===== src/websocket_frame_encoder_macros.svh =====
// Assertion macros shared by the frame encoder modules.
`ifndef WEBSOCKET_FRAME_ENCODER_MACROS_SVH
`define WEBSOCKET_FRAME_ENCODER_MACROS_SVH

`ifndef NO_ASSERTIONS

`define WSFE_ASSERT(label, prop, msg) \
    label: assert property (@(posedge i_clk) disable iff (!i_rst_n) prop) else $error(msg);

`define WSFE_ASSERT_NEVER(label, expr, msg) \
    label: assert property (@(posedge i_clk) disable iff (!i_rst_n) !(expr)) else $error(msg);

`else

`define WSFE_ASSERT(label, prop, msg)

`define WSFE_ASSERT_NEVER(label, expr, msg)

`endif

`endif


===== src/wsfe_pkg.sv =====
// Types and constants of the WebSocket frame encoder.
package wsfe_pkg;

    localparam int unsigned WSFE_QUEUE_DEPTH = 4;

    localparam logic        ACT_HEADER    = 1'b0;
    localparam logic        ACT_PAYLOAD   = 1'b1;

    localparam logic [31:0] MAX_LEN_RESET = 32'hFFFF_FFFF;
    localparam logic [31:0] LEN7_LIMIT    = 32'd126;
    localparam logic [31:0] LEN16_LIMIT   = 32'd65536;
    localparam logic [7:0]  LEN_BYTE_16   = 8'd126;
    localparam logic [7:0]  LEN_BYTE_64   = 8'd127;
    localparam logic [3:0]  HLEN_7        = 4'd2;
    localparam logic [3:0]  HLEN_16       = 4'd4;
    localparam logic [3:0]  HLEN_64       = 4'd10;

    typedef enum logic [1:0] {
        ST_OK       = 2'd0,
        ST_MASK     = 2'd1,
        ST_TOO_LONG = 2'd2,
        ST_NO_FRAME = 2'd3
    } t_status;

    typedef enum logic [1:0] {
        LEN_7  = 2'd0,
        LEN_16 = 2'd1,
        LEN_64 = 2'd2
    } t_len_code;

    typedef struct packed {
        logic        action;
        logic        fin;
        logic [2:0]  rsv;
        logic [3:0]  opcode;
        logic        mask_request;
        logic [31:0] payload_length;
        logic [7:0]  data_byte;
    } t_in_item;

    typedef struct packed {
        logic [7:0]  out_byte;
        logic        byte_valid;
        logic        last;
        t_status     status;
        logic [32:0] frame_length;
    } t_out_item;

    // One queued command: either a header to expand or a single result beat.
    typedef struct packed {
        logic        hdr;
        logic [7:0]  byte0;
        logic [31:0] plen;
        t_len_code   len_code;
        logic [32:0] flen;
        t_status     status;
        logic        last;
    } t_cmd;

endpackage


===== src/wsfe_front.sv =====
// Front end: accepts items, checks them against the frame state and issues commands.
module wsfe_front
    import wsfe_pkg::*;
(
    input  logic        i_clk,
    input  logic        i_rst_n,
    input  logic        i_accept,
    input  t_in_item    i_item,
    input  logic        i_cfg_we,
    input  logic [31:0] i_cfg_data,
    output t_cmd        o_cmd
);

`include "websocket_frame_encoder_macros.svh"

    logic [31:0] r_max;
    logic [31:0] r_rem;
    logic        r_open;
    logic [32:0] r_cur;
    logic [31:0] n_rem;
    logic        n_open;
    logic [32:0] n_cur;

    t_len_code   code;
    logic [3:0]  hlen;
    logic [32:0] total;

    always_comb begin
        if (i_item.payload_length < LEN7_LIMIT) begin
            code = LEN_7;
            hlen = HLEN_7;
        end else if (i_item.payload_length < LEN16_LIMIT) begin
            code = LEN_16;
            hlen = HLEN_16;
        end else begin
            code = LEN_64;
            hlen = HLEN_64;
        end
        total = {1'b0, i_item.payload_length} + 33'(hlen);
    end

    always_comb begin
        n_rem  = r_rem;
        n_open = r_open;
        n_cur  = r_cur;
        o_cmd  = '0;
        if (i_item.action == ACT_HEADER) begin
            n_rem  = '0;
            n_open = 1'b0;
            n_cur  = '0;
            if (i_item.mask_request) begin
                o_cmd.status = ST_MASK;
            end else if (total > {1'b0, r_max}) begin
                o_cmd.status = ST_TOO_LONG;
                o_cmd.flen   = total;
            end else begin
                o_cmd.hdr      = 1'b1;
                o_cmd.byte0    = {i_item.fin, i_item.rsv, i_item.opcode};
                o_cmd.plen     = i_item.payload_length;
                o_cmd.len_code = code;
                o_cmd.flen     = total;
                o_cmd.status   = ST_OK;
                o_cmd.last     = (i_item.payload_length == '0);
                n_cur          = total;
                n_rem          = i_item.payload_length;
                n_open         = (i_item.payload_length != '0);
            end
        end else if (!r_open || r_rem == '0) begin
            o_cmd.status = ST_NO_FRAME;
        end else begin
            n_rem        = r_rem - 32'd1;
            n_open       = (r_rem != 32'd1);
            o_cmd.byte0  = i_item.data_byte;
            o_cmd.last   = (r_rem == 32'd1);
            o_cmd.flen   = r_cur;
            o_cmd.status = ST_OK;
        end
    end

    always_ff @(posedge i_clk) begin
        if (!i_rst_n) begin
            r_max  <= MAX_LEN_RESET;
            r_rem  <= '0;
            r_open <= 1'b0;
            r_cur  <= '0;
        end else begin
            if (i_cfg_we) begin
                r_max <= i_cfg_data;
            end
            if (i_accept) begin
                r_rem  <= n_rem;
                r_open <= n_open;
                r_cur  <= n_cur;
            end
        end
    end

    `WSFE_ASSERT(a_open_has_bytes, r_open |-> (r_rem != '0), "open frame with no payload left")
    `WSFE_ASSERT_NEVER(a_closed_no_len, !r_open && (r_rem != '0), "payload left on a closed frame")
    `WSFE_ASSERT(a_open_len, r_open |-> (r_cur > {1'b0, r_rem}), "frame length below remaining payload")

endmodule


===== src/wsfe_queue.sv =====
// Short command queue between the front end and the byte emitter.
module wsfe_queue
    import wsfe_pkg::*;
#(
    parameter int unsigned DEPTH = WSFE_QUEUE_DEPTH
) (
    input  logic i_clk,
    input  logic i_rst_n,
    input  logic i_push,
    input  t_cmd i_data,
    input  logic i_pop,
    output t_cmd o_data,
    output logic o_full,
    output logic o_empty
);

`include "websocket_frame_encoder_macros.svh"

    localparam int unsigned PW = (DEPTH > 1) ? $clog2(DEPTH) : 1;
    localparam int unsigned CW = $clog2(DEPTH + 1);

    t_cmd          r_mem [DEPTH];
    logic [PW-1:0] r_wr;
    logic [PW-1:0] r_rd;
    logic [CW-1:0] r_cnt;
    logic          do_push;
    logic          do_pop;

    assign o_full  = (r_cnt == CW'(DEPTH));
    assign o_empty = (r_cnt == '0);
    assign do_push = i_push && !o_full;
    assign do_pop  = i_pop && !o_empty;
    assign o_data  = r_mem[r_rd];

    always_ff @(posedge i_clk) begin
        if (do_push) begin
            r_mem[r_wr] <= i_data;
        end
    end

    always_ff @(posedge i_clk) begin
        if (!i_rst_n) begin
            r_wr  <= '0;
            r_rd  <= '0;
            r_cnt <= '0;
        end else begin
            if (do_push) begin
                r_wr <= (r_wr == PW'(DEPTH - 1)) ? '0 : r_wr + 1'b1;
            end
            if (do_pop) begin
                r_rd <= (r_rd == PW'(DEPTH - 1)) ? '0 : r_rd + 1'b1;
            end
            if (do_push && !do_pop) begin
                r_cnt <= r_cnt + 1'b1;
            end else if (do_pop && !do_push) begin
                r_cnt <= r_cnt - 1'b1;
            end
        end
    end

    `WSFE_ASSERT_NEVER(a_cnt_range, r_cnt > CW'(DEPTH), "queue count beyond depth")
    `WSFE_ASSERT(a_ptr_match, (r_cnt == '0) |-> (r_wr == r_rd), "pointers differ on an empty queue")

endmodule


===== src/wsfe_back.sv =====
// Back end: expands queued commands into frame bytes and holds the result register.
module wsfe_back
    import wsfe_pkg::*;
(
    input  logic      i_clk,
    input  logic      i_rst_n,
    input  t_cmd      i_cmd,
    input  logic      i_cmd_empty,
    output logic      o_cmd_pop,
    input  logic      i_pop,
    output logic      o_empty,
    output t_out_item o_item
);

`include "websocket_frame_encoder_macros.svh"

    logic       r_valid;
    t_out_item  r_out;
    logic [3:0] r_idx;
    logic [3:0] n_idx;
    logic [3:0] hlen_m1;
    logic       final_beat;
    logic       load;
    logic [7:0] hdr_byte;
    t_out_item  n_out;

    always_comb begin
        unique case (i_cmd.len_code)
            LEN_7:   hlen_m1 = HLEN_7 - 4'd1;
            LEN_16:  hlen_m1 = HLEN_16 - 4'd1;
            default: hlen_m1 = HLEN_64 - 4'd1;
        endcase
    end

    always_comb begin
        hdr_byte = '0;
        if (r_idx == '0) begin
            hdr_byte = i_cmd.byte0;
        end else begin
            unique case (i_cmd.len_code)
                LEN_7: begin
                    hdr_byte = {1'b0, i_cmd.plen[6:0]};
                end
                LEN_16: begin
                    unique case (r_idx)
                        4'd1:    hdr_byte = LEN_BYTE_16;
                        4'd2:    hdr_byte = i_cmd.plen[15:8];
                        default: hdr_byte = i_cmd.plen[7:0];
                    endcase
                end
                default: begin
                    unique case (r_idx)
                        4'd1:    hdr_byte = LEN_BYTE_64;
                        4'd6:    hdr_byte = i_cmd.plen[31:24];
                        4'd7:    hdr_byte = i_cmd.plen[23:16];
                        4'd8:    hdr_byte = i_cmd.plen[15:8];
                        4'd9:    hdr_byte = i_cmd.plen[7:0];
                        default: hdr_byte = '0;
                    endcase
                end
            endcase
        end
    end

    assign final_beat = !i_cmd.hdr || (r_idx == hlen_m1);
    assign load       = !i_cmd_empty && (!r_valid || i_pop);
    assign o_cmd_pop  = load && final_beat;
    assign n_idx      = final_beat ? '0 : r_idx + 4'd1;

    always_comb begin
        n_out.frame_length = i_cmd.flen;
        n_out.status       = i_cmd.status;
        if (i_cmd.hdr) begin
            n_out.out_byte   = hdr_byte;
            n_out.byte_valid = 1'b1;
            n_out.last       = i_cmd.last && final_beat;
        end else begin
            n_out.out_byte   = i_cmd.byte0;
            n_out.byte_valid = (i_cmd.status == ST_OK);
            n_out.last       = i_cmd.last;
        end
    end

    always_ff @(posedge i_clk) begin
        if (load) begin
            r_out <= n_out;
        end
    end

    always_ff @(posedge i_clk) begin
        if (!i_rst_n) begin
            r_valid <= 1'b0;
            r_idx   <= '0;
        end else begin
            if (load) begin
                r_valid <= 1'b1;
                r_idx   <= n_idx;
            end else if (i_pop) begin
                r_valid <= 1'b0;
            end
        end
    end

    assign o_empty = !r_valid;
    assign o_item  = r_out;

    `WSFE_ASSERT_NEVER(a_idx_range, r_idx > HLEN_64 - 4'd1, "header beat index out of range")
    `WSFE_ASSERT(a_idx_cmd, (r_idx != '0) |-> (!i_cmd_empty && i_cmd.hdr), "header lost mid-expansion")
    `WSFE_ASSERT(a_err_beat, (r_valid && !r_out.byte_valid) |-> (r_out.status != ST_OK), "invalid beat with ok status")

endmodule


===== src/websocket_frame_encoder.sv =====
// Unmasked WebSocket frame encoder top level.
// An accepted item is queued, then its beats pass through the output register.
// Payload and error items give one beat each; a header gives 2, 4 or 10 beats.
// Items are taken at one per cycle while the four-entry command queue has room.
// Synchronous active-low reset empties the queue and output, closes any frame and
// sets the maximum frame length to all ones.
module websocket_frame_encoder
    import wsfe_pkg::*;
#(
    parameter int unsigned QUEUE_DEPTH = WSFE_QUEUE_DEPTH
) (
    input  logic        i_clk,
    input  logic        i_rst_n,
    input  logic        push,
    output logic        full,
    input  t_in_item    i_in_item,
    output logic        empty,
    input  logic        pop,
    output t_out_item   o_out_item,
    input  logic        i_cfg_we,
    input  logic [31:0] i_cfg_data
);

    t_cmd front_cmd;
    t_cmd head_cmd;
    logic q_full;
    logic q_empty;
    logic q_pop;
    logic accept;

    assign full   = q_full;
    assign accept = push && !q_full;

    wsfe_front u_front (
        .i_clk      (i_clk),
        .i_rst_n    (i_rst_n),
        .i_accept   (accept),
        .i_item     (i_in_item),
        .i_cfg_we   (i_cfg_we),
        .i_cfg_data (i_cfg_data),
        .o_cmd      (front_cmd)
    );

    wsfe_queue #(
        .DEPTH (QUEUE_DEPTH)
    ) u_queue (
        .i_clk   (i_clk),
        .i_rst_n (i_rst_n),
        .i_push  (accept),
        .i_data  (front_cmd),
        .i_pop   (q_pop),
        .o_data  (head_cmd),
        .o_full  (q_full),
        .o_empty (q_empty)
    );

    wsfe_back u_back (
        .i_clk       (i_clk),
        .i_rst_n     (i_rst_n),
        .i_cmd       (head_cmd),
        .i_cmd_empty (q_empty),
        .o_cmd_pop   (q_pop),
        .i_pop       (pop),
        .o_empty     (empty),
        .o_item      (o_out_item)
    );

endmodule


===== config.mk =====
export PLATFORM = sky130hd
export DESIGN_NAME = websocket_frame_encoder
export DESIGN_NICKNAME = d
export VERILOG_FILES = /design/src/wsfe_pkg.sv /design/src/wsfe_front.sv /design/src/wsfe_queue.sv /design/src/wsfe_back.sv /design/src/websocket_frame_encoder.sv
export VERILOG_INCLUDE_DIRS = /design/src /design/src/src
export SDC_FILE = /design/constraint.sdc
export NUM_CORES = 1
export LEC_CHECK = 0
export CORE_MARGIN = 8
export CORE_UTILIZATION = 25
export DETAILED_ROUTE_END_ITERATION = 8
export DONT_BUFFER_PORTS = 1
export GPL_ROUTABILITY_DRIVEN = 0
export PLACE_DENSITY = 0.46
export SLEW_MARGIN = 20
export SYNTH_ARGS = -nofsm -noshare
export SYNTH_HDL_FRONTEND = slang
export SYNTH_SLANG_ARGS = --single-unit
export TNS_END_PERCENT = 10

===== constraint.sdc =====
create_clock -name i_clk -period 12.79 [get_ports i_clk]
set_input_delay 1.279 -clock i_clk [delete_from_list [all_inputs] [get_ports i_clk]]
set_output_delay 1.279 -clock i_clk [all_outputs]
set_load 0.01 [all_outputs]

# == Word-level counts from Yosys, hierarchy flattened ==
# Memory sizes are Yosys's and may differ from the RTL's. A register that Yosys moved wholly into a read port is not among the register bits.
# Index checks and enable logic that the tools add are counted.
# totals
register_bits,155
ram_bits,316
input_bits,87
output_inout_bits,47
elab_cells,114
mem_count,1
# mem_list
memory,words,word_bits,rd,rd_ports_with_merged_regs,wr,line_no,source
u_queue.r_mem,4,79,1,1,1,wsfe_queue.sv:22,t_cmd r_mem [DEPTH];
# op_classes
addsub,7
order_cmp,3
n_eq_ne,14
n_mux,45
n_bitwise,1
reduce_logical,29
# ops
operator,n
2-to-1 mux 32 bit,4
2-to-1 mux 33 bit,3
2-to-1 mux 76 bit,1
logical NOT 32 bit,2
2-to-1 mux 43 bit,1
one-hot mux 8 bit (5 select lines),1
2-to-1 mux 36 bit,1
2-to-1 mux 34 bit,1
adder 32 x 4 -> 33 bit,1
> comparator 33 x 32 -> 1 bit,1
equality test 32 x 1 -> 1 bit (second input constant),1
less-than comparator 32 x 17 -> 1 bit (second input constant),1
less-than comparator 32 x 7 -> 1 bit (second input constant),1
inequality test 32 x 1 -> 1 bit (second input constant),1
one-hot mux 8 bit (2 select lines),2
nonzero test 32 bit,1
subtractor 32 x 1 -> 32 bit (second input constant),1
2-to-1 mux 8 bit,3
2-to-1 mux 2 bit,9
2-to-1 mux 1 bit,12
2-to-1 mux 4 bit,3
2-to-1 mux 10 bit,1
equality test 4 x 3 -> 1 bit (second input constant),2
equality test 4 bit (second input constant),2
other kinds (22),43

# == Logic depth before layout (Yosys ltp) ==
# depth
ltp_word,9
ltp_mapped,24
ltp_nobuf,21

# == Cells and area by module ==
# Synthesis repeated with hierarchy kept, for this count alone.
# unflattened
cells_unflattened,1497
hier_area_um2,20504.7
# modules_own_cells
module,instances,cells_each,area_per_inst_um2,seq_area_each_um2
wsfe_queue,1,464,11856.4,9669.3
wsfe_front,1,870,6436.2,1961.9
wsfe_back,1,162,2198.4,1451.4
websocket_frame_encoder,1,1,13.8,0.0

# == Least setup slack after synthesis ==
# OpenSTA, ideal clock, no wires.
# synth_timing
path_kind,input port to flip-flop
from,in i_in_item[18] in the netlist's numbering
to,"mem u_queue.r_mem[0][62] in the netlist's numbering, data pin"
setup_ps,147
arrival_time_ps,6076
t_required_ps,12643
path_slack_ps,6567
stages,24
n_path_buf,3
cell_sequence,clkbuf_1 -> nor4_1 -> nand3_1 -> o21bai_1 -> ha_1 -> inv_1 -> fa_1 -> nor2b_1 -> o2111ai_1 -> nor2_1 -> and3_1 -> nand4_1 -> xor2_1 -> inv_1 -> ha_1 -> nand4_1 -> nor4_1 -> a221oi_1 -> nand4_1 -> o211ai_1 -> and3_1 -> clkbuf_1 -> clkbuf_1 -> and2_1
# synth_rtl
item,line_no,source
"start, declared",websocket_frame_encoder.sv:16,"input t_in_item i_in_item,"
"end, declared",wsfe_queue.sv:22,

# == Final worst setup path ==
# layout_timing
from,in i_in_item[20] in the netlist's numbering
to,reg u_front.r_cur[13]
# layout_via
elab_chain_len,7
word_cells_on_any_way,8
classes_between,1 x add/sub; 3 x order compare; 4 x mux
# layout_rtl
item,line_no,source
less-than comparator 32 x 17 -> 1 bit,wsfe_front.sv:32,end else if (i_item.payload_length < LEN16_LIMIT) begin
2-to-1 mux 4 bit,wsfe_front.sv:32,
2-to-1 mux 4 bit,wsfe_front.sv:29,if (i_item.payload_length < LEN7_LIMIT) begin
adder 32 x 4 -> 33 bit (*),wsfe_front.sv:39,"total = {1'b0, i_item.payload_length} + 33'(hlen);"
> comparator 33 x 32 -> 1 bit,wsfe_front.sv:53,"end else if (total > {1'b0, r_max}) begin"
2-to-1 mux 33 bit (*),wsfe_front.sv:53,
2-to-1 mux 33 bit (*),wsfe_front.sv:51,if (i_item.mask_request) begin
"end signal, assigned",wsfe_front.sv:93,r_cur <= n_cur;
"end, declared",wsfe_front.sv:19,logic [32:0] r_cur;
# Mark *: on every way between the ends. The rest lies on a longest branch, timed or not.
# A chain may end at the register's enable or synchronous reset.

==> results.rst <==
.. list-table::
   :header-rows: 1

   * - Metric
     - Value
   * - Synthesized cell area
     - around 20000 sq um
   * - MaxCap Viol Count
     - 0
   * - Post-Syn Nets
     - around 1.6k
   * - Number of nets in the finished design
     - 1619
   * - Vias per inst
     - 4.84
   * - Count of final hold-check violations
     - 0
   * - Slew @ Worst Pin
     - 999 ps
   * - Crit path from
     - i_in_item[20]
   * - Fill count
     - between 8k and 9k
   * - Prevailing post-synth register cell
     - sky130_fd_sc_hd__edfxtp_1
   * - Die boundary width
     - slightly above 300 microns
   * - Num rows
     - roughly 110
   * - Crit-path max cell delay
     - roughly 600 ps
   * - Crit start category
     - input pin
   * - Kind of cell with the highest combined delay on the critical path
     - simple AND/OR/NAND/NOR gates
   * - GR Overflow Total
     - 0
   * - Share of async-settable or async-resettable flops after synthesis
     - 0%
   * - Number of antenna violations at the first check in global routing
     - 4
   * - Area taken by flip-flops and latches
     - roughly 13000 sq um
   * - Routed wire length
     - around 60000 microns
   * - Lkg Pwr
     - roughly 8.1 nW
   * - Total I/O pin count
     - approximately 130
   * - Sum Neg Setup Slack
     - 0 ps
   * - Starting utilization of the core area
     - around 25%
   * - Total of warnings raised by yosys
     - 0
   * - Full die area
     - between 90000 and 100000 sq um
   * - Detailed-router iteration count before antenna repair
     - 5
   * - Outcome
     - complete, no violations
   * - Top area cells in the synthesized netlist
     - sky130_fd_sc_hd__edfxtp_1, sky130_fd_sc_hd__dfxtp_1, sky130_fd_sc_hd__mux4_2
   * - Number of H-tree levels
     - 2
   * - Worst max-slew margin expressed relative to the limit
     - 33.2%
   * - Arrival time of the worst setup path
     - slightly below 7000 ps
   * - Vias post-DR
     - between 10k and 15k
   * - Power density of the placed cells
     - 191 nW/um^2
   * - Final Setup Violations
     - 0
   * - Total CTS buffers
     - 54
   * - Clock tree from TritonCTS
     - yes
   * - Highest net fanout along the worst path
     - 20
   * - Height of the die
     - around 300 microns
   * - Fmax achieved
     - around 0.16 GHz
   * - Worst setup margin
     - 6380 ps
   * - Max-slew violations
     - 0
   * - Number of standard cells after synthesis
     - 1496
   * - Number of buffers inserted by port buffering
     - 0
   * - Unique cell type count in the Yosys netlist
     - 74
   * - Number of synthesized register bits
     - between 400 and 500
   * - Tightest Hold Check Type
     - reg -> reg
   * - Area taken by multi-input logic gates
     - around 6700 sq um
   * - Final worst path period share
     - 50.1%
   * - Required time worst endpoint
     - 13310 ps
   * - Buffer depth of the longest clock path
     - 3
   * - Drt wl/cell
     - 23.0 microns
   * - CP dominant cell by count
     - sky130_fd_sc_hd__nand4_1
   * - Post-Syn Area per Cell
     - between 10 and 15 sq um
   * - ANT cells
     - 0
   * - Critical Setup Path Class
     - in -> reg
   * - Cts-stage hold buffer count
     - 0
   * - Hold path startpoint
     - u_front.r_cur[21]
   * - Number of global-route vias before repair
     - between 10k and 15k
   * - Clk_skew
     - between 40 and 50 ps
   * - Endpoint type of the worst setup path
     - register
   * - Share of post-route cells with drive strength above 1
     - 12.8%
   * - First-pass GRT wire length
     - roughly 87000 microns
   * - VDD IR-drop max
     - ~0.10 mV
   * - Place WS
     - between 5000 and 6000 ps
   * - # DRC
     - 0
   * - Cell taking the most area after synthesis
     - sky130_fd_sc_hd__edfxtp_1
   * - Root Buffer Master
     - sky130_fd_sc_hd__clkbuf_16
   * - Clock sinks
     - roughly 470
   * - Post_cts resized
     - 0
   * - Portion of synthesized cell area occupied by the leading cell type
     - 53.1%
   * - Initial DRC count
     - ~950
   * - Detailed Place HPWL
     - between 40000 and 50000 microns
   * - Core footprint
     - about 80000 sq um
   * - Critical-path top delay cell
     - sky130_fd_sc_hd__nand4_1
   * - Worst-path clk slew
     - roughly 60 ps
   * - List of most frequent post-synthesis cells
     - sky130_fd_sc_hd__edfxtp_1, sky130_fd_sc_hd__nand2_1, sky130_fd_sc_hd__dfxtp_1, sky130_fd_sc_hd__o21ai_0, sky130_fd_sc_hd__inv_1
   * - Maximum number of pins on one net before global-route repair
     - 72
   * - Number of flops mapped to enable cells by yosys
     - between 300 and 400
   * - Most frequent cell after synthesis
     - sky130_fd_sc_hd__edfxtp_1
   * - Global routing usage summed across all routing layers
     - around 13%
   * - Clock latency at the later pin of the worst-skew pair
     - about 620 ps
   * - Post CTS Setup Buffer Count
     - 0
   * - Crit path buf inv count
     - 3
   * - Share of synthesized area occupied by flip-flops and latches
     - 64.0%
   * - Time the worst path needs with I/O delays and setup
     - 6410 ps
   * - Setup repair after global routing missed its margin
     - no
   * - Signed area change from the synthesized netlist to the final layout
     - 14.3%
   * - Remaining antenna violation count after routing
     - 0
   * - Series of cell instances along the critical path
     - nor4_1 -> nand3_1 -> o21bai_1 -> ha_1 -> inv_1 -> fa_1 -> nor2b_1 -> o2111ai_1 -> nor2_1 -> and3_1 -> nand4_1 -> xor2_1 -> inv_1 -> ha_1 -> nand4_1 -> nor4_1 -> a221oi_1 -> nand4_1 -> o211ai_1 -> nand4_1 -> buf_4 -> o21ai_0
[per-layer routing]
metal	GRT usage [%]	vias up	wire, microns
met5	0	-	8
met4	3.31	2	1210
met3	3.73	94	4890
met2	19.6	423	26500
met1	17.7	6372	27300
li1	-	5680	-
[logic make-up after synthesis]
logic type | after synthesis | share of synthesized area (%)
DFF | 473 | 64.0
and+or+nand+nor | 392 | 9.44
AOI/OAI and AO/OA | 286 | 9.52
buffers and inverters | 173 | 3.29
muxes | 88 | 9.15
adders and majority gates | 49 | 3.07
xor gates and xnor gates | 35 | 1.50
[through the flow]
step	cells	hold slack (ps)	cell area, sq um	utilization [%]	power, W
after floorplan	1496	425	20400	-	0.00269
after global placement	2497	434	21600	26.5	0.00301
after detailed placement	2497	441	21600	26.5	0.00302
after CTS	2598	455	23300	28.7	0.00455
after global routing	2598	478	23300	28.7	0.00468
final	2598	452	23300	28.7	0.00447
[report_power, final]
| group | switching, W | internal [W] |
|---|---|---|
| Clock | 0.000628 | 0.000881 |
| Combinational | 0.000536 | 0.000351 |
| Sequential | 0.000163 | 0.00191 |
| Total | 0.00133 | 0.00314 |
[sequential cells by signal (all words and copies together) (netlist names), 2 cells and up, named ones only]
signal / flops
u_back.r_idx: 4
u_front.r_max: 32
u_queue.r_cnt: 3
u_queue.r_wr: 2
u_front.r_cur: 33
u_front.r_rem: 32
u_queue.r_rd: 2
u_queue.r_mem: 316
u_back.o_item: 45
[layout make-up]
cell class | instances | share of cell area, %
Clock buffer | 72 | 6.21
Clock inverter | 29 | 1.32
Inverter | 88 | 1.41
Multi-Input combinational cell | 850 | 28.8
Sequential cell | 473 | 56.1
Tap cell | 1070 | 5.73
Timing Repair Buffer | 16 | 0.514
[cells in the final DEF, fill, tap and decap left out, types with 20 or more instances in the layout]
cell and instances:
sky130_fd_sc_hd__a21oi_1 34, sky130_fd_sc_hd__a22o_1 41, sky130_fd_sc_hd__and2_1 33, sky130_fd_sc_hd__clkbuf_16 54, sky130_fd_sc_hd__dfxtp_1 110, sky130_fd_sc_hd__edfxtp_1 361
sky130_fd_sc_hd__ha_1 47, sky130_fd_sc_hd__inv_1 87, sky130_fd_sc_hd__mux4_2 79, sky130_fd_sc_hd__nand2_1 160, sky130_fd_sc_hd__nand3_1 24, sky130_fd_sc_hd__nand4_1 20
sky130_fd_sc_hd__nor2_1 40, sky130_fd_sc_hd__nor3_1 29, sky130_fd_sc_hd__nor4_1 24, sky130_fd_sc_hd__o211ai_1 35, sky130_fd_sc_hd__o21ai_0 95
[worst reg2reg max path, stage by stage (launching register included)]
cell and delay, ps:
sky130_fd_sc_hd__dfxtp_4 730, sky130_fd_sc_hd__buf_4 690, sky130_fd_sc_hd__mux4_2 790, sky130_fd_sc_hd__nor4b_1 310
sky130_fd_sc_hd__a311oi_1 100, sky130_fd_sc_hd__o31ai_1 320, sky130_fd_sc_hd__nand2_1 340, sky130_fd_sc_hd__ha_1 390
sky130_fd_sc_hd__inv_1 80, sky130_fd_sc_hd__fa_1 190, sky130_fd_sc_hd__xor2_1 80, sky130_fd_sc_hd__or3_1 290
sky130_fd_sc_hd__a21boi_0 150
[worst paths after layout]
check	end	depth (start not counted)	slack (ps)
max	u_front.r_cur[13]	22	6380
min	u_front.r_cur[21]	2	450
max reg2reg	u_queue.r_cnt[2]	12	8240
min reg2reg	u_front.r_cur[21]	2	450
(Power assumes the default switching activity.)
